==> config.mk <==
export PLATFORM = sky130hd
export DESIGN_NAME = amfm_mac
export DESIGN_NICKNAME = d
export VERILOG_FILES = /design/src/rtl/am_fm_multi_carrier_modulator_top_assert.svh /design/src/rtl/amfm_pkg.sv /design/src/rtl/amfm_mac.sv
export SDC_FILE = /design/constraint.sdc
export NUM_CORES = 2
export LEC_CHECK = 0
export ABC_CLOCK_PERIOD_IN_PS = 12400
export BUFFER_PORTS_ARGS = -buffer_cell sky130_fd_sc_hd__buf_4
export CORE_ASPECT_RATIO = 1.5
export CORE_MARGIN = 1.5
export CORE_UTILIZATION = 55
export DETAILED_ROUTE_END_ITERATION = 10
export GPL_TIMING_DRIVEN = 1
export PLACE_DENSITY = 0.73
export SYNTH_ARGS = -nofsm -noshare
export SYNTH_HDL_FRONTEND = slang
export SYNTH_SLANG_ARGS = --single-unit
==> constraint.sdc <==
create_clock -name clk -period 12.4 [get_ports clk]
set_clock_uncertainty 0.1 [all_clocks]
set_input_delay 2.48 -clock clk [delete_from_list [all_inputs] [get_ports clk]]
set_output_delay 2.48 -clock clk [all_outputs]
set_load 0.02 [all_outputs]
==> src/rtl/am_fm_multi_carrier_modulator_top_assert.svh <==
// Assertion macros for the AM/FM multi-carrier modulator.
// Expects signals named clk and rst_n in the scope that uses them.
`ifndef AM_FM_MULTI_CARRIER_MODULATOR_TOP_ASSERT_SVH
`define AM_FM_MULTI_CARRIER_MODULATOR_TOP_ASSERT_SVH
`ifndef SYNTH
// Same-cycle implication, checked out of reset
`define AMFM_ASSERT_IMP(label, ante, cons) \
  label: assert property (@(posedge clk) disable iff (!rst_n) (ante) |-> (cons)) \
    else $error("amfm same-cycle assertion failed");
// Next-cycle implication, checked out of reset
`define AMFM_ASSERT_NXT(label, ante, cons) \
  label: assert property (@(posedge clk) disable iff (!rst_n) (ante) |=> (cons)) \
    else $error("amfm next-cycle assertion failed");
`else
`define AMFM_ASSERT_IMP(label, ante, cons)
`define AMFM_ASSERT_NXT(label, ante, cons)
`endif
`endif

==> src/rtl/amfm_pkg.sv <==
// Shared types, constants and the sine table function of the AM/FM modulator.
// No dependencies.
package amfm_pkg;

  // Default geometry
  localparam int STATIONS_DEF        = 3;
  localparam int SINE_TABLE_BITS_DEF = 10;
  localparam int PHASE_BITS_DEF      = 32;
  localparam int MAX_STATIONS        = 3;

  // Field and datapath widths
  localparam int AUDIO_W    = 16;
  localparam int GAIN_W     = 16;
  localparam int STEP_W     = 32;
  localparam int MODE_W     = 3;
  localparam int SAMPLE_W   = 35;
  localparam int ROM_W      = 15;
  localparam int SINE_W     = 16;
  localparam int OP_A_W     = 17;
  localparam int OP_B_W     = 33;
  localparam int PROD_W     = OP_A_W + OP_B_W;
  localparam int FM_SHIFT   = 15;
  localparam int OUT_SHIFT  = 15;
  localparam int CFG_IDX_W  = 3;
  localparam int CFG_DATA_W = 32;

  // Register reset values
  localparam logic [GAIN_W-1:0] GAIN_RST = 16'd256;
  localparam logic [STEP_W-1:0] DEV_RST  = 32'd178956971;

  // Register indexes
  typedef logic [CFG_IDX_W-1:0] cfg_idx_t;
  localparam cfg_idx_t REG_STEP_A = 3'd0;
  localparam cfg_idx_t REG_STEP_B = 3'd1;
  localparam cfg_idx_t REG_STEP_C = 3'd2;
  localparam cfg_idx_t REG_GAIN_A = 3'd3;
  localparam cfg_idx_t REG_GAIN_B = 3'd4;
  localparam cfg_idx_t REG_GAIN_C = 3'd5;
  localparam cfg_idx_t REG_MODES  = 3'd6;
  localparam cfg_idx_t REG_FM_DEV = 3'd7;

  typedef struct packed {
    logic [MAX_STATIONS-1:0][STEP_W-1:0] step;
    logic [MAX_STATIONS-1:0][GAIN_W-1:0] gain;
    logic [MODE_W-1:0]                   modes;
    logic [STEP_W-1:0]                   dev;
  } cfg_t;

  // Sequencer states
  typedef enum logic [3:0] {
    ST_IDLE,
    ST_START,
    ST_AM_GAIN,
    ST_AM_SINE,
    ST_FM_DEV,
    ST_FM_OFS,
    ST_FM_ADDR,
    ST_FM_SINE,
    ST_ACC,
    ST_ROUND
  } seq_state_t;

  // Controls from the sequencer to the multiply-accumulate unit
  typedef struct packed {
    logic mul_en;
    logic acc_clr;
    logic acc_add;
    logic acc_fm;
  } mac_ctrl_t;

  // Quarter-wave sine entry k, Q30 Taylor series with truncated steps
  localparam logic [63:0] HALF_PI_Q30 = 64'd1686629713;
  localparam logic [63:0] ONE_Q30     = 64'd1 << 30;

  function automatic logic [ROM_W-1:0] sine_entry(input int unsigned k,
                                                  input int unsigned tb);
    logic [63:0] x;
    logic [63:0] x2;
    logic [63:0] term;
    logic [63:0] s;
    x    = (64'(k) * HALF_PI_Q30) >> tb;
    x2   = (x * x) >> 30;
    term = ONE_Q30;
    term = ONE_Q30 - (((x2 * term) >> 30) / 156);
    term = ONE_Q30 - (((x2 * term) >> 30) / 110);
    term = ONE_Q30 - (((x2 * term) >> 30) / 72);
    term = ONE_Q30 - (((x2 * term) >> 30) / 42);
    term = ONE_Q30 - (((x2 * term) >> 30) / 20);
    term = ONE_Q30 - (((x2 * term) >> 30) / 6);
    s    = (x * term) >> 30;
    s    = (s + (64'd1 << 14)) >> 15;
    if (s > 64'd32767) begin
      s = 64'd32767;
    end
    return s[ROM_W-1:0];
  endfunction

endpackage

==> src/rtl/amfm_mac.sv <==
// Shared multiply-accumulate unit: one 17x33 signed multiplier with a
// registered product, a sum register and the final rounding. Depends on amfm_pkg.
module amfm_mac (
  input  logic                               clk,
  input  amfm_pkg::mac_ctrl_t                ctrl,
  input  logic signed [amfm_pkg::OP_A_W-1:0] op_a,
  input  logic signed [amfm_pkg::OP_B_W-1:0] op_b,
  output logic signed [amfm_pkg::PROD_W-1:0] prod_o,
  output logic signed [amfm_pkg::SAMPLE_W-1:0] round_o
);
  import amfm_pkg::*;

  logic signed [PROD_W-1:0] prod_r;
  logic signed [PROD_W-1:0] prod_nxt;
  logic signed [PROD_W-1:0] acc_r;
  logic signed [PROD_W-1:0] acc_nxt;
  logic signed [PROD_W-1:0] term;
  logic signed [PROD_W-1:0] rnd_sum;

  // Multiply, align the term and round the sum
  always_comb begin
    prod_nxt = op_a * op_b;
    term     = ctrl.acc_fm ? (prod_r <<< FM_SHIFT) : prod_r;
    acc_nxt  = acc_r + term;
    rnd_sum  = acc_r + (PROD_W'(1) << (OUT_SHIFT - 1));
  end

  // Hold the product and the running sum
  always_ff @(posedge clk) begin
    if (ctrl.mul_en) begin
      prod_r <= prod_nxt;
    end
    if (ctrl.acc_clr) begin
      acc_r <= '0;
    end else if (ctrl.acc_add) begin
      acc_r <= acc_nxt;
    end
  end

  assign prod_o  = prod_r;
  assign round_o = rnd_sum[OUT_SHIFT +: SAMPLE_W];
endmodule

Word level (Yosys, flattened, before mapping) --
Index checks and enable logic that the tools add are counted. Widths: inputs -> output; s select.
Cells by class: add/subtract/negate cells 2, $mul 1, multiplexer cells 1
Operator list (count):
- $add 50x16->50 const B | 1
- $add 50x50->50 | 1
- $mul 17x33->50 | 1
- $mux 50 | 1
Storage, ports and cells: register bits 100, output and inout bits 85, word-level logic and storage cells 6

Logic depth before layout (Yosys ltp) --
depth after elaboration 2, depth in mapped cells 25, mapped depth without buffers 24

Worst setup path before layout --
OpenSTA, ideal clock, no wires.
path type input -> register, start input op_b[7] (netlist bit), end register prod_r[49], in the netlist prod_o[49] (data pin), library setup time 0.277 ns, arrival 8.003 ns, data required time 12.023 ns, path slack 4.021 ns, cell stages on the path 24, path buffers 2, cells stage by stage clkbuf_1 nand2_1 fa_1 inv_1 fa_1 inv_1 fa_1 inv_1 fa_1 fa_1 inv_1 fa_1 inv_1 ha_1 clkbuf_1 nand3_1 a2111oi_0 o41ai_1 a21oi_1 a211oi_1 a21oi_1 a21oi_1 a21oi_1 o211ai_1
Between the ends: word-level cells in the longest chain between the ends 1
Ends and longest elaborated chain:
- from (decl) | RTL line amfm_mac.sv:7 | input logic signed [amfm_pkg::OP_B_W-1:0] op_b,
- $mul 17x33->50 | RTL line amfm_mac.sv:22 | prod_nxt = op_a * op_b;
- via prod_nxt[49] | RTL line amfm_mac.sv:14 | logic signed [PROD_W-1:0] prod_nxt;
- to (signal assigned) | RTL line amfm_mac.sv:31 | prod_r <= prod_nxt;
- to (decl) | RTL line amfm_mac.sv:13 | logic signed [PROD_W-1:0] prod_r;
The timed path passes the listed nets, and every way through them passes these cells. A chain may end at the register's enable or synchronous reset.

Worst setup path after layout --
start input op_a[16] (netlist bit), end register prod_r[47], in the netlist prod_o[47] (data pin)
Between the ends: word-level cells in the longest chain between the ends 1
Ends and longest elaborated chain:
- from (decl) | RTL line amfm_mac.sv:6 | input logic signed [amfm_pkg::OP_A_W-1:0] op_a,
- $mul 17x33->50 | RTL line amfm_mac.sv:22
- via prod_nxt[47] | RTL line amfm_mac.sv:14
The timed path passes the listed nets, and every way through them passes these cells.

==> results.json <==
{
  "status": "finished, final reports clean",
  "cp.required_ns": 12.40,
  "clk_latency_ns": 0.36,
  "ys_seq_elements": 100,
  "grt_start_max_net_pins": 57,
  "worstHoldStart": "acc_r[1]",
  "slowest_stage": "fa_1",
  "vias": 20800,
  "start_util_pct": 55.6,
  "slew_viol_final": 0,
  "postSynthCellCount": 2944,
  "ys_async_sr_fraction_pct": 0,
  "grt_pass1_wl_mm": 116,
  "n_fill_cell": 4137,
  "port_buffers": 139,
  "critPathBufInv": 5,
  "cp_data_arrival_time_ns": 8.89,
  "cpMostUsedCell": "fa_1",
  "synth_top_area_share_pct": 40.6,
  "met1_usage_pct": 31.4,
  "path_max_fanout": 29,
  "synth_top_flop_cell": "edfxtp_1",
  "antenna-diode-count": 0,
  "detail_route.first_pass.iterations": 5,
  "finalCritPeriodShare_pct": 71.7,
  "place_congestion": 0.916,
  "cts_max_level": 3,
  "setup_ws_ns": 3.51,
  "ioPinCount": 140,
  "drc": 0,
  "syn_area_per_cell_um2": 8.99,
  "yosys-top-cells-area": "fa_1, inv_1, ha_1",
  "die_area_um2": 49500,
  "fmax_mhz": 113,
  "drv_cap": 0,
  "max_slew_margin_pct": 43.2,
  "antenna_found_initial": 0,
  "rows": 98,
  "finalHoldViolCount": 0,
  "slowest_delay_ns": 0.52,
  "path_clk_slew_ns": 0.07,
  "ys_types": 79,
  "die_x_um": 182,
  "yosys_warnings": 0,
  "syn-cell-area_um2": 26500,
  "cts_made_buffers": 9,
  "hold_depth": 2,
  "cp.depth": 22,
  "finalSetupViolCount": 0,
  "synth_edf_count": 50,
  "cpLargestDelayFamily": "adder cells",
  "rsz0062_at_grt": "no",
  "routed_wl_mm": 70.9,
  "regToRegEndpoint": "acc_r[49]",
  "tns_ns": 0,
  "fin_nets": 3729,
  "critPathCaptureType": "flip-flop",
  "startpoint_type": "input port",
  "dr.first_iter.drc_count": 1036,
  "yosys.area.top_type": "fa_1",
  "criticalPathCategory": "in -> reg",
  "synth_nets": 3703,
  "grt_pass1_vias": 23300,
  "worstMarginPinSlew_ns": 0.849,
  "die_y_um": 272,
  "drive_gt1_share_pct": 7.09,
  "core_area_um2": 47600,
  "min_to": "acc_r[1]",
  "yosysSeqAreaShare_pct": 9.45,
  "track_usage_pct": 29.8,
  "yosysMostFrequentCell": "inv_1",
  "root_buffer": "clkbuf_16",
  "r2r_slack_ns": 8.59,
  "post_cts_resized": 0,
  "cts_setup_buffers": 0,
  "areaGrowthSynthToFinish_pct": 6.16,
  "cts_buffer_depth": 2,
  "crit_start": "op_a[16]",
  "clock_sinks": 100,
  "grt-busiest-layer": "met2",
  "cts_tree": "done",
  "hold_class": "reg -> reg",
  "holdBufCountCts": 0,
  "grt_overflow_total": 0,
  "reg2reg_from": "prod_o[21]",
  "reg2reg_depth": 11,
  "synth_common_cells": "inv_1, fa_1, nand2_1",
  "use_met3_pct": 2.64,
  "antenna_left": 0,
  "crit_chain": "buf_4 -> inv_1 -> buf_4 -> nor2_1 -> fa_1 -> fa_1 -> fa_1 -> fa_1 -> fa_1 -> inv_1 -> fa_1 -> inv_1 -> ha_1 -> a21oi_1 -> o21ai_0 -> o211ai_1 -> a21oi_1 -> a211oi_1 -> a21oi_1 -> a21oi_1 -> o21ai_0 -> xor2_1",
  "wire_per_inst_um": 19.8,
  "place_ws_ns": 3.18,
  "vias_per_cell": 5.82,
  "grt_util_met2_pct": 55.8,
  "period_minus_slack_ns": 8.89,
  "post-dp-hpwl_mm": 57.3
}
## worst reg2reg max path, cell delays in order, from the launching register on
cell       delay [ns]
edfxtp_1         0.50
mux2_2           0.35
ha_1             0.44
and3_1           0.22
nand2_1          0.08
a2111oi_2        0.52
o2111ai_1        0.20
o311a_1          0.39
nor2_4           0.23
o221ai_2         0.15
mux2i_1          0.18
mux2_1           0.34
## worst max path at each step
stage | to | slack (ns)
after global routing | prod_o[47] | 3.21
after CTS | prod_o[47] | 3.55
after floorplan | prod_o[49] | 4.02
after detailed placement | prod_o[47] | 3.18
after global placement | prod_o[46] | 3.28
final | prod_o[47] | 3.51
## layout make-up
type                            instances  area, µm²  share of cell area, %
Timing Repair Buffer                  141       1060                   3.77
Inverter                              574       2150                   7.67
Tap cell                              600        751                   2.67
Clock buffer                           11        233                  0.828
Multi-Input combinational cell       2144      21300                   75.9
Sequential cell                       100       2500                   8.90
Clock inverter                          5       83.8                  0.298
## layout by cell type (no fill, tap or decap), types with 5 or more instances in the layout
| cell type | netlist | layout |
|---|---|---|
| a211o_1 | 5 | 5 |
| a211oi_1 | 18 | 18 |
| a21o_1 | 45 | 45 |
| a21oi_1 | 90 | 90 |
| a31oi_1 | 20 | 20 |
| and2_1 | 266 | 266 |
| and3_1 | 21 | 21 |
| buf_4 | 0 | 141 |
| clkbuf_16 | 0 | 9 |
| dfxtp_1 | 50 | 50 |
| edfxtp_1 | 50 | 50 |
| fa_1 | 537 | 537 |
| ha_1 | 167 | 167 |
| inv_1 | 574 | 574 |
| mux2_2 | 34 | 34 |
| mux2i_1 | 19 | 19 |
| nand2_1 | 350 | 350 |
| nand2b_1 | 17 | 17 |
| nand3_1 | 39 | 39 |
| nand4_1 | 24 | 24 |
| nor2_1 | 127 | 127 |
| nor2b_1 | 27 | 27 |
| nor3_1 | 24 | 24 |
| nor3b_1 | 6 | 6 |
| o2111ai_1 | 5 | 5 |
| o211ai_1 | 13 | 13 |
| o21a_1 | 14 | 14 |
| o21ai_0 | 56 | 56 |
| o21ai_1 | 7 | 7 |
| o21bai_1 | 11 | 11 |
| o31ai_1 | 5 | 5 |
| or3_1 | 7 | 7 |
| xnor2_1 | 75 | 75 |
| xor2_1 | 40 | 40 |
## logic make-up after synthesis
| group | after synthesis | share of synthesized area, % |
|---|---|---|
| and+or+nand+nor | 927 | 17.2 |
| DFF | 100 | 9.45 |
| AOI/OAI and AO/OA | 344 | 8.80 |
| muxes | 54 | 2.21 |
| buffers and inverters | 700 | 10.0 |
| adders and majority gates | 704 | 48.5 |
| xor gates and xnor gates | 115 | 3.80 |
## metal layers
metal  share of wire, %  up-vias
met3                4.5      307
met4                7.7        0
met2                 53      833
met5                  0        -
li1                   -     9172
met1                 35    10500
## flip-flops by register name (all words and copies together), names as in the netlist
register  flops
prod_o       50
acc_r        50
## per-stage QoR
| step | cell area (µm²) | utilization (%) | hold slack, ns | cells |
|---|---|---|---|---|
| 2_1_floorplan | 26500 | - | 0.365 | 2944 |
| 3_3_place_gp | 27800 | 58.4 | 0.378 | 3559 |
| 3_5_place_dp | 27800 | 58.4 | 0.393 | 3559 |
| 4_1_cts | 28100 | 59.1 | 0.401 | 3575 |
| 5_1_grt | 28100 | 59.1 | 0.434 | 3575 |
| 6_report | 28100 | 59.1 | 0.403 | 3575 |
Power is not shown: default switching activity piles up to over one toggle a cycle in this logic, so the estimate is an artifact.
