## config.mk

```make
export PLATFORM = sky130hd
export DESIGN_NAME = amfm_cfg_regs
export DESIGN_NICKNAME = d
export VERILOG_FILES = /design/src/rtl/am_fm_multi_carrier_modulator_top_assert.svh /design/src/rtl/amfm_pkg.sv /design/src/rtl/amfm_cfg_regs.sv
export SDC_FILE = /design/constraint.sdc
export NUM_CORES = 1
export LEC_CHECK = 0
export BUFFER_PORTS_ARGS = -buffer_cell sky130_fd_sc_hd__buf_2
export CORE_MARGIN = 2
export CORE_UTILIZATION = 45
export CTS_CLUSTER_DIAMETER = 30
export DETAILED_ROUTE_END_ITERATION = 7
export HOLD_SLACK_MARGIN = 0.05
export PLACE_DENSITY = 0.73
export SYNTH_ARGS = -nofsm -noshare
export SYNTH_HDL_FRONTEND = slang
export SYNTH_SLANG_ARGS = --single-unit
```

## constraint.sdc

```tcl
create_clock -name clk -period 1.29 [get_ports clk]
set_clock_uncertainty 0.15 [all_clocks]
set_input_delay 0 -clock clk [delete_from_list [all_inputs] [get_ports clk]]
set_output_delay 0 -clock clk [all_outputs]
set_load 0.005 [all_outputs]
```

## src/rtl/am_fm_multi_carrier_modulator_top_assert.svh

```systemverilog
// Assertion macros for the AM/FM multi-carrier modulator.
// Expects signals named clk and rst_n in the scope that uses them.
`ifndef AM_FM_MULTI_CARRIER_MODULATOR_TOP_ASSERT_SVH
`define AM_FM_MULTI_CARRIER_MODULATOR_TOP_ASSERT_SVH
`ifndef SYNTH
// Same-cycle implication, checked out of reset
`define AMFM_ASSERT_IMP(label, ante, cons) \
  label: assert property (@(posedge clk) disable iff (!rst_n) (ante) |-> (cons)) \
    else $error("amfm same-cycle assertion failed");
// Next-cycle implication, checked out of reset
`define AMFM_ASSERT_NXT(label, ante, cons) \
  label: assert property (@(posedge clk) disable iff (!rst_n) (ante) |=> (cons)) \
    else $error("amfm next-cycle assertion failed");
`else
`define AMFM_ASSERT_IMP(label, ante, cons)
`define AMFM_ASSERT_NXT(label, ante, cons)
`endif
`endif

```

## src/rtl/amfm_pkg.sv

```systemverilog
// Shared types, constants and the sine table function of the AM/FM modulator.
// No dependencies.
package amfm_pkg;

  // Default geometry
  localparam int STATIONS_DEF        = 3;
  localparam int SINE_TABLE_BITS_DEF = 10;
  localparam int PHASE_BITS_DEF      = 32;
  localparam int MAX_STATIONS        = 3;

  // Field and datapath widths
  localparam int AUDIO_W    = 16;
  localparam int GAIN_W     = 16;
  localparam int STEP_W     = 32;
  localparam int MODE_W     = 3;
  localparam int SAMPLE_W   = 35;
  localparam int ROM_W      = 15;
  localparam int SINE_W     = 16;
  localparam int OP_A_W     = 17;
  localparam int OP_B_W     = 33;
  localparam int PROD_W     = OP_A_W + OP_B_W;
  localparam int FM_SHIFT   = 15;
  localparam int OUT_SHIFT  = 15;
  localparam int CFG_IDX_W  = 3;
  localparam int CFG_DATA_W = 32;

  // Register reset values
  localparam logic [GAIN_W-1:0] GAIN_RST = 16'd256;
  localparam logic [STEP_W-1:0] DEV_RST  = 32'd178956971;

  // Register indexes
  typedef logic [CFG_IDX_W-1:0] cfg_idx_t;
  localparam cfg_idx_t REG_STEP_A = 3'd0;
  localparam cfg_idx_t REG_STEP_B = 3'd1;
  localparam cfg_idx_t REG_STEP_C = 3'd2;
  localparam cfg_idx_t REG_GAIN_A = 3'd3;
  localparam cfg_idx_t REG_GAIN_B = 3'd4;
  localparam cfg_idx_t REG_GAIN_C = 3'd5;
  localparam cfg_idx_t REG_MODES  = 3'd6;
  localparam cfg_idx_t REG_FM_DEV = 3'd7;

  typedef struct packed {
    logic [MAX_STATIONS-1:0][STEP_W-1:0] step;
    logic [MAX_STATIONS-1:0][GAIN_W-1:0] gain;
    logic [MODE_W-1:0]                   modes;
    logic [STEP_W-1:0]                   dev;
  } cfg_t;

  // Sequencer states
  typedef enum logic [3:0] {
    ST_IDLE,
    ST_START,
    ST_AM_GAIN,
    ST_AM_SINE,
    ST_FM_DEV,
    ST_FM_OFS,
    ST_FM_ADDR,
    ST_FM_SINE,
    ST_ACC,
    ST_ROUND
  } seq_state_t;

  // Controls from the sequencer to the multiply-accumulate unit
  typedef struct packed {
    logic mul_en;
    logic acc_clr;
    logic acc_add;
    logic acc_fm;
  } mac_ctrl_t;

  // Quarter-wave sine entry k, Q30 Taylor series with truncated steps
  localparam logic [63:0] HALF_PI_Q30 = 64'd1686629713;
  localparam logic [63:0] ONE_Q30     = 64'd1 << 30;

  function automatic logic [ROM_W-1:0] sine_entry(input int unsigned k,
                                                  input int unsigned tb);
    logic [63:0] x;
    logic [63:0] x2;
    logic [63:0] term;
    logic [63:0] s;
    x    = (64'(k) * HALF_PI_Q30) >> tb;
    x2   = (x * x) >> 30;
    term = ONE_Q30;
    term = ONE_Q30 - (((x2 * term) >> 30) / 156);
    term = ONE_Q30 - (((x2 * term) >> 30) / 110);
    term = ONE_Q30 - (((x2 * term) >> 30) / 72);
    term = ONE_Q30 - (((x2 * term) >> 30) / 42);
    term = ONE_Q30 - (((x2 * term) >> 30) / 20);
    term = ONE_Q30 - (((x2 * term) >> 30) / 6);
    s    = (x * term) >> 30;
    s    = (s + (64'd1 << 14)) >> 15;
    if (s > 64'd32767) begin
      s = 64'd32767;
    end
    return s[ROM_W-1:0];
  endfunction

endpackage

```

## src/rtl/amfm_cfg_regs.sv

```systemverilog
// Configuration register file of the AM/FM modulator.
// Depends on amfm_pkg.
module amfm_cfg_regs (
  input  logic                                clk,
  input  logic                                rst_n,
  input  logic                                cfg_we,
  input  amfm_pkg::cfg_idx_t                  cfg_index,
  input  logic [amfm_pkg::CFG_DATA_W-1:0]     cfg_data,
  output amfm_pkg::cfg_t                      cfg_o
);
  import amfm_pkg::*;

  cfg_t cfg_r;
  cfg_t cfg_nxt;

  // Decode a write
  always_comb begin
    cfg_nxt = cfg_r;
    if (cfg_we) begin
      unique case (cfg_index)
        REG_STEP_A: cfg_nxt.step[0] = cfg_data[STEP_W-1:0];
        REG_STEP_B: cfg_nxt.step[1] = cfg_data[STEP_W-1:0];
        REG_STEP_C: cfg_nxt.step[2] = cfg_data[STEP_W-1:0];
        REG_GAIN_A: cfg_nxt.gain[0] = cfg_data[GAIN_W-1:0];
        REG_GAIN_B: cfg_nxt.gain[1] = cfg_data[GAIN_W-1:0];
        REG_GAIN_C: cfg_nxt.gain[2] = cfg_data[GAIN_W-1:0];
        REG_MODES:  cfg_nxt.modes   = cfg_data[MODE_W-1:0];
        REG_FM_DEV: cfg_nxt.dev     = cfg_data[STEP_W-1:0];
        default: ;
      endcase
    end
  end

  // Hold the registers
  always_ff @(posedge clk) begin
    if (!rst_n) begin
      cfg_r.step  <= '0;
      cfg_r.gain  <= {MAX_STATIONS{GAIN_RST}};
      cfg_r.modes <= '0;
      cfg_r.dev   <= DEV_RST;
    end else begin
      cfg_r <= cfg_nxt;
    end
  end

  assign cfg_o = cfg_r;
endmodule
```

== Yosys cells after proc, flatten, opt, wreduce, memory -nomap -nowiden ==
Index checks and enable logic that the tools add are counted.

* Reductions and logical operators: 9
* Eq/ne operators: 7

{| class="wikitable"
|+ Operators with widths
! operator !! count
|-
| 2-bit AND reduction || 8
|-
| 3-bit equality test, second input constant || 4
|-
| 3-bit by 2-bit equality test with 1-bit output, second input constant || 2
|-
| 3-bit by 1-bit equality test with 1-bit output, second input constant || 1
|-
| 3-bit zero test || 1
|}

* Output and inout port bits: 179
* Logic and storage cells: 24
* Register bits: 179

== Depth between registers and ports, before layout ==
Gate-level depths: netlist (run 1).

* Depth after elaboration: 2
* Gate-level depth with buffers: 5
* Depth with buffers taken out: 2

== Least setup slack after synthesis (run 1) ==
OpenSTA, ideal clock, no wires.

* Kind: in2reg
* From: in cfg_index[0]
* To: reg cfg_r, in the netlist cfg_o[85]
* Arrival time: 0.960 ns
* Required time: 1.068 ns
* Cell stages on the path: 4
* Path buffers: 2
* Path slack: 0.108 ns
* Setup time: 0.072 ns
* Cell sequence: buf_2 nor4b_4 buf_6 mux2i_1

* Word-level cells in the longest chain between the ends: 2

{| class="wikitable"
|+ RTL lines
! what !! line !! RTL
|-
| start, declared || amfm_cfg_regs.sv:7 || <nowiki>input amfm_pkg::cfg_idx_t cfg_index,</nowiki>
|-
| 3-bit zero test || amfm_cfg_regs.sv:20 || <nowiki>unique case (cfg_index)</nowiki>
|-
| 2-bit AND reduction (no line) || n/a ||
|-
| end signal, assigned || amfm_cfg_regs.sv:42 || <nowiki>cfg_r <= cfg_nxt;</nowiki>
|-
| end, declared || amfm_cfg_regs.sv:13 || <nowiki>cfg_t cfg_r;</nowiki>
|}

Every way passes these cells.
A chain may end at the register's enable or synchronous reset.

==> run metrics, run 1 <==
clock buffer depth=2; PortBufs=216; worst r2r dst=cfg_o[109]; Yosys Warn Count=0; outcome=complete, but fails checks; Worst-path clk slew=0.07 ns; Initial Util=around 46%; layout cells sized above 1=34.22%; top cells by area, synth=dfxtp_1 53%, mux2i_1 27%, nand2_1 11%; Via density=4.952; share of the synthesized area in the top cell type=53.43%; chip width=126.1 um; Tcrit/Tclk final=97.93%; Synth Register Bits=179; setup violators final=0; unrepaired setup endpoints after global routing=no; Leak=4.722 nW; total grt overflow=0; final count of hold timing violations=27; Max-slew headroom=74.48%; CP Launch Point=cfg_o[109]; hpwl dp=roughly 12 mm; Crit path largest cell delay=0.56 ns; Synth Net Count=681; async set-or-reset flop fraction in the synthesized netlist=0%; DR pass1 iterations=4; most frequent cell after synthesis=nand2_1; Max H-tree Level=4; max_cap viols=0; routability cong.=0.7676; most frequent cells after synthesis=193 x nand2_1, 179 x dfxtp_1, 179 x mux2i_1; Num CTS Buffers=17; Setup WS pre-CTS=0.02066 ns; fin worst setup slack=0.02669 ns; number of nets still failing antenna checks after routing=0; via count=5556; R2R Setup Slk=about 0.027 ns; Routed WL per cell=16.69 um; cells after synthesis=about 640; Final min period=approximately 1.3 ns; Setup Total Neg Slack=0 ns; Core Box Area=between 10000 and 15000 um^2; CTS tree=done; WHS Path Cells=3; top-level I/O count=~220; Yosys top cell by area=dfxtp_1; Filler Cell Count=1145; slowest cell on the critical path=dlygate4sd3_1; Worst Setup End Kind=flip-flop; Hold Crit Start=rst_n; post-synth cell types=14; failing checks=negative hold slack; CTS Sinks=~180; Reg2Reg Launch Point=cfg_o[109]; Post-synth EDFFs=0; fin. max-slew vios=0; # nets final=963; WS Path Type=flip-flop to flip-flop; dominant synthesized flop cell=dfxtp_1; GR Util All Layers=23.88%; Root Driver=clkbuf_16; fmax=791.6 MHz; 1st-iter DRT viols=217; Syn Area/Cell=between 10 and 15 um^2; WP data arrival=1.47 ns; startpoint types=flip-flop; first-pass GRT wire length=30.13 mm; area grow syn2layout=40.04%; max reg flops=179; worst slew pin tran=roughly 0.38 ns; die extent in y=around 130 um; HP Class=input pin to flip-flop; antenna violations before repair=0; Hold Path End=cfg_o[146]; DR DRC count=0; FF-to-FF path depth=3; # rows=44; Total Routed Length=around 19 mm; die area=between 15000 and 20000 um^2; clk_lat worst skew=about 0.42 ns; worst-path cell chain=nand2_1, dlygate4sd3_1, mux2i_1; diodes inserted=0; hold_ws=-0.2209 ns; synthesized cell area=about 6700 um^2; largest net degree at the start of global routing=41; sequential share of the synthesized area=53.43%; worst-path fanout max=2; power density over cell area=about 1300 nW/um^2; VDD IR-drop max=0.0008675 V; vias in the first global route=between 5k and 6k; Required @ worst endpoint=approximately 1.5 ns
## layer usage
layer	global-route usage, %	wire (um)	part of all wire [%]	vias up
met2	40.54	8891	47	191
met5	0	0	0	-
met4	8.403	365	1.9	0
met3	6.415	1138	6.1	32
li1	-	-	-	2678
met1	29.24	8327	44	2655
## critical path: cells and delay by family (launching register included)
kind                   cells  cell delay [ns]
flip-flops                 1             0.33
multiplexers               1             0.11
buffers and inverters      1             0.56
AND/OR/NAND/NOR            1             0.05
## through the flow
| step | util (%) | area (um^2) | power [mW] | cells |
|---|---|---|---|---|
| final | 64.62 | 9392 | 11.94 | 1122 |
| after floorplan | - | 6706 | 6.263 | 643 |
| after global routing | 64.62 | 9392 | 12.33 | 1122 |
| after CTS | 66.39 | 9649 | 12.00 | 1153 |
| after global placement | 55.49 | 8065 | 6.607 | 1023 |
| after detailed placement | 55.49 | 8065 | 6.615 | 1023 |
## worst max path at each step
stage | end | depth (start not counted) | slack, ns
after detailed placement | cfg_o[92] | 4 | 0.02
after global placement | cfg_o[94] | 4 | 0.07
final | cfg_o[109] | 3 | 0.03
after global routing | cfg_o[109] | 3 | 0.0002
after floorplan | cfg_o[85] | 4 | 0.11
after CTS | cfg_o[25] | 5 | 0.0008
## what timing repair did
item / CTS / global route
endpoints found under the hold margin: 179 / 50
hold buffers: 98 / 5
setup buffers: 0 / 4
setup endpoints to repair: 0 / 65
resized for setup: 0 / 43
## final cells by class
type	instances	area, um^2	share of cell area (%)
clock inverters	12	146.4	1.559
well taps	184	230.2	2.451
flip-flops and latches	179	3627	38.62
multi-input cells	415	2853	30.38
clock buffers	20	456.7	4.863
repair buffers	312	2078	22.13
## cell families (layout without fill, tap and decap cells)
| kind of cell | Yosys count | after routing | share of synthesized area, % |
|---|---|---|---|
| simple gates | 236 | 236 | 15.48 |
| mux | 179 | 179 | 26.72 |
| flops | 179 | 179 | 53.43 |
| buf+inv | 49 | 344 | 4.366 |
## power breakdown
group | internal [mW] | total, mW | switching (mW)
combinational | 0.468 | 0.953 | 0.484
sequential | 5.65 | 5.72 | 0.0643
clock | 3.00 | 5.27 | 2.27
total | 9.12 | 11.9 | 2.82
## cell usage in the layout (no fill, tap or decap), types with 2 or more instances in the layout
cell type	count
nand2_1	192
nor2b_1	33
clkbuf_16	17
nand4b_1	3
clkinvlp_4	2
bufinv_16	2
buf_12	8
buf_4	25
clkinv_4	4
mux2i_1	179
inv_8	2
dfxtp_1	144
clkbuf_8	2
dlygate4sd3_1	59
dlymetal6s4s_1	4
dfxtp_2	35
buf_2	214
Power figures use the tool's default switching activity.
==> inputs of run 2 (changes only) <==
--- a/config.mk
+++ b/config.mk
@@ -7,11 +7,12 @@
 export LEC_CHECK = 0
 export BUFFER_PORTS_ARGS = -buffer_cell sky130_fd_sc_hd__buf_2
 export CORE_MARGIN = 2
-export CORE_UTILIZATION = 45
+export CORE_UTILIZATION = 50
 export CTS_CLUSTER_DIAMETER = 30
 export DETAILED_ROUTE_END_ITERATION = 7
 export HOLD_SLACK_MARGIN = 0.05
-export PLACE_DENSITY = 0.73
+export MAX_ROUTING_LAYER = met4
+export PLACE_DENSITY = 0.8
 export SYNTH_ARGS = -nofsm -noshare
 export SYNTH_HDL_FRONTEND = slang
 export SYNTH_SLANG_ARGS = --single-unit
==> run metrics, run 2 (synthesis gave the netlist of run 1 again) <==
Worst-path clk slew=0.07 ns (about the same); Finished Layout Cells=1107 (-1.3%); Total Routed Length=20.11 mm (+7.4%); Setup WS pre-CTS=0.05419 ns (+0.03353 ns); startpoint types=flip-flop; Hold Path End=cfg_o[104]; Max-slew headroom=70.69% (-3.8 points); via count=5677 (+2.2%); Num CTS Buffers=17 (unchanged); max_cap viols=0 (unchanged); Leak=4.687 nW (-0.74%); diodes inserted=0 (unchanged); Routed WL per cell=18.17 um (+8.9%); HP Class=input pin to flip-flop; worst-path fanout max=2 (unchanged); fmax=787.0 MHz (-0.58%); fin worst setup slack=0.01929 ns (-0.007398 ns); Tcrit/Tclk final=98.50% (+0.57 points); area of the multi-input gates=2864 um^2 (+0.39%); register area=3630 um^2 (about the same); antenna violations before repair=0 (unchanged); Root Driver=clkbuf_16; failing checks=negative hold slack; setup violators final=0 (unchanged); CTS Sinks=179 (unchanged); VDD IR-drop max=0.0008471 V (-2.4%); clock buffer depth=2 (unchanged); Via density=5.128 (+3.6%); Setup Total Neg Slack=0 ns (unchanged); GR Util All Layers=29.43% (+5.6 points); GRT busiest layer=met2; Initial Util=50.84% (+4.7 points); DR DRC count=0 (unchanged); fin. max-slew vios=0 (unchanged); most common cell after layout, fill and taps aside=buf_2; routability cong.=0.8013 (+4.4%); DR pass1 iterations=4 (unchanged); first-pass GRT wire length=31.73 mm (+5.3%); R2R Setup Slk=0.02 ns (about the same); M1 GR Usage=32.83% (+3.6 points); met2 Resource Use GR=49.29% (+8.7 points); layout cells sized above 1=34.69% (+0.47 points); Hold Crit Start=rst_n; chip width=119.8 um (-5.0%); final core occ=70.48% (+5.9 points); Reg2Reg Launch Point=cfg_o[168]; WS Path Type=flip-flop to flip-flop; die area=14360 um^2 (-9.7%); Required @ worst endpoint=1.50 ns (about the same); Worst Setup End Kind=flip-flop; hpwl dp=11.42 mm (-2.4%); most frequent cells in the layout=215 x buf_2, 190 x nand2_1, 178 x mux2i_1; Core Box Area=13190 um^2 (-9.2%); largest net degree at the start of global routing=54 (+32%); # nets final=956 (-0.73%); 1st-iter DRT viols=282 (+30%); met3 Track Usage GR=7.367% (+0.95 points); Final min period=1.271 ns (+0.007398 ns); max reg flops=179 (unchanged); clk_lat worst skew=0.42 ns (about the same); # rows=42 (-4.5%); CTS tree=done; die extent in y=119.8 um (-5.0%); vias in the first global route=6075 (+3.0%); PortBufs=216 (unchanged); Filler Cell Count=935 (-18%); WHS Path Cells=3 (unchanged); power density over cell area=1244 nW/um^2 (-2.1%); worst slew pin tran=0.4397 ns (+0.05690 ns); area grow syn2layout=38.62%; final count of hold timing violations=34 (+26%); placed cell areas=8033 um^2 (-0.40%); Final Cell Area=9296 um^2 (-1.0%); placed cells=1012 (-1.1%); worst r2r dst=cfg_o[168]; total grt overflow=0 (unchanged); FF-to-FF path depth=3 (unchanged); Max H-tree Level=4 (unchanged); WP data arrival=1.49 ns (+0.02 ns); outcome=complete, but fails checks; hold_ws=-0.2561 ns (-0.03517 ns); number of nets still failing antenna checks after routing=0 (unchanged); top-level I/O count=217 (unchanged); Power Total=11.56 mW (-3.1%)
## run 2: changes by cell type in the layout (fill, tap and decap cells not counted), sizes merged
cell,previous run,this run
dlymetal6s4s,4,5
dlygate4sd3,59,54
buf,248,246
clkinvlp,2,1
inv,3,2
bufinv,2,0
clkbuf,21,22
clkinv,5,7
## run 2: metal layers
layer  routed length (um)  part of all wire (%)
met5                    0                     0
met4                  578                   2.9
met3                 1264                   6.3
met2                 9965                    50
met1                 8306                    41
## run 2: area by class of cell
class,instances,area share [%]
clock buffer,22,5.209
clock inverter,10,0.8075
multi-input combinational,415,30.81
sequential,179,39.04
tap,176,2.369
timing repair buffer,305,21.76
## run 2: worst max-delay path by stage
stage	from	to	slack, ns
global route	cfg_o[168]	cfg_o[168]	-0.0005
floorplan	cfg_index[0]	cfg_o[85]	0.11
detailed placement	cfg_index[0]	cfg_o[102]	0.05
finish	cfg_o[168]	cfg_o[168]	0.02
CTS	rst_n	cfg_o[79]	0.003
global placement	cfg_index[0]	cfg_o[94]	0.09
## run 2: power by group
part	total, mW	internal, mW	switching, mW	leakage [nW]
Sequential	5.72	5.65	0.0684	1.47
Combinational	0.962	0.462	0.500	2.94
Clock	4.88	2.69	2.20	0.277
Total	11.6	8.80	2.76	4.69
## run 2: worst max-delay path, cell delays in order, from the launching register on
cell and delay, ns:
dfxtp_2 0.33, nand2_1 0.05, dlygate4sd3_1 0.56, mux2i_1 0.12
## run 2: timing repair
| action | 4_1_cts | 5_1_grt |
|---|---|---|
| hold endpoints to repair | 179 | 74 |
| buffers inserted | 0 | 4 |
| gates resized for setup | 0 | 50 |
| hold buffers | 102 | 5 |
| setup endpoints to repair | 0 | 80 |
==> inputs of run 3 (changes only) <==
==> constraint.sdc (replaced) <==
create_clock -name clk -period 1.29 [get_ports clk]
set_clock_uncertainty 0.15 [all_clocks]
set_input_delay 0.258 -clock clk [delete_from_list [all_inputs] [get_ports clk]]
set_output_delay 0.258 -clock clk [all_outputs]
set_load 0.005 [all_outputs]
==> run metrics, run 3 (synthesis gave the netlist of run 1 again) <==
fin. max-slew vios=0 (unchanged); chip width=119.8 um (unchanged); Max H-tree Level=4 (unchanged); buffers plus inverters on the worst setup path=1 (unchanged); Leak=4.845 nW (+3.4%); PortBufs=216 (unchanged); hpwl dp=11.93 mm (+4.4%); startpoint types=flip-flop; final count of hold timing violations=0 (-100%); max reg flops=179 (unchanged); fmax=764.7 MHz (-2.8%); antenna violations before repair=0 (unchanged); Tcrit/Tclk final=101.4% (+2.9 points); outcome=complete, but fails checks; Crit path largest cell delay=0.36 ns (-0.20 ns); vias in the first global route=5677 (-6.6%); clock buffer depth=2 (unchanged); Root Driver=clkbuf_16; Via density=5.177 (+0.95%); diodes inserted=0 (unchanged); failing checks=negative setup slack; DR pass1 iterations=5 (+1); power density over cell area=1203 nW/um^2 (-3.3%); Worst Setup End Kind=output port; Routed WL per cell=17.36 um (-4.4%); placed cell areas=8190 um^2 (+2.0%); Worst-path clk slew=0.07 ns (about the same); most common cell after layout, fill and taps aside=nand2_1; Final Cell Area=9983 um^2 (+7.4%); layout cells sized above 1=52.64% (+18 points); CTS tree=done; die area=14360 um^2 (unchanged); Num CTS Buffers=17 (unchanged); WP data arrival=0.90 ns (-0.59 ns); total grt overflow=0 (unchanged); number of nets still failing antenna checks after routing=0 (unchanged); Setup WS pre-CTS=-0.2104 ns (-0.2646 ns); via count=5710 (+0.58%); hold_ws=0.1225 ns (+0.3786 ns); Filler Cell Count=794 (-15%); Final min period=1.308 ns (+0.03691 ns); CTS Sinks=179 (unchanged); most frequent cells in the layout=193 x nand2_1, 179 x mux2i_1, 178 x dfxtp_2; WS Path Type=flip-flop to output port; DR DRC count=0 (unchanged); worst slew pin tran=0.4081 ns (-0.03154 ns); CP delay by family, top=flip-flops; slowest cell on the critical path=dfxtp_2; die extent in y=119.8 um (unchanged); largest net degree at the start of global routing=33 (-39%); # nets final=952 (-0.42%); # rows=42 (unchanged); clk_lat worst skew=0.43 ns (about the same); worst-path cell chain=buf_6; Initial Util=50.84% (unchanged); top-level I/O count=217 (unchanged); GR Util All Layers=26.62% (-2.8 points); max_cap viols=0 (unchanged); final core occ=75.69% (+5.2 points); fin worst setup slack=-0.01762 ns (-0.03691 ns); Setup Total Neg Slack=-0.06399 ns (-0.06399 ns); setup violators final=12 (+12); Max-slew headroom=72.73% (+2.0 points); unrepaired setup endpoints after global routing=yes; area grow syn2layout=48.86%; HP Class=input pin to flip-flop; 1st-iter DRT viols=368 (+30%); Required @ worst endpoint=0.88 ns (-0.62 ns); worst-path fanout max=2 (unchanged); Core Box Area=13190 um^2 (unchanged); routability cong.=0.8530 (+6.5%); Total Routed Length=19.15 mm (-4.8%); first-pass GRT wire length=28.95 mm (-8.8%); VDD IR-drop max=0.0008282 V (-2.2%)
run 3: changes by cell type in the layout (fill, tap and decap cells not counted), sizes merged:
cell,delta
clkinv,-4
clkinvlp,+1
dlymetal6s4s,-5
buf,+29
inv,+3
bufinv,+2
clkbuf,-2
dlygate4sd3,-28
run 3: per-layer routing:
layer,track usage (%),wire length [um]
met3,7.177,1282
met1,30.60,7867
met5,-,0
met4,10.07,434
met2,44.57,9568
run 3: where the power goes:
part | leakage (nW) | internal [mW] | switching, mW
Sequential | 1.52 | 5.67 | 0.0807
Clock | 0.290 | 3.00 | 2.27
Combinational | 3.04 | 0.506 | 0.480
run 3: area by class of cell:
type / instances / area, um^2 / share of cell area, %
clock inverters: 12 / 143.9 / 1.441
multi-input cells: 415 / 2846 / 28.51
flip-flops and latches: 179 / 3806 / 38.13
clock buffers: 20 / 456.7 / 4.575
repair buffers: 301 / 2510 / 25.14
well taps: 176 / 220.2 / 2.206
run 3: repair_timing:
action                                  CTS  global route
hold buffers                             26             0
endpoints found under the setup margin  154           173
setup buffers                             8            14
resized for setup                       197            68
endpoints found under the hold margin    77             0
run 3: path summary, 6_finish.rpt:
check / start / end / slack (ns) / cells past startpoint
min: rst_n / cfg_o[102] / 0.12 / 4
max: cfg_o[103] / cfg_o[103] / -0.02 / 1
max reg2reg: cfg_o[17] / cfg_o[17] / 0.29 / 4
min reg2reg: cfg_o[139] / cfg_o[139] / 0.30 / 2
run 3: through the flow:
step	cells	power [mW]
final	1103	12.01
after global routing	1103	12.34
after CTS	1089	11.96
after detailed placement	1023	6.650
after global placement	1023	6.636
after floorplan	643	6.273
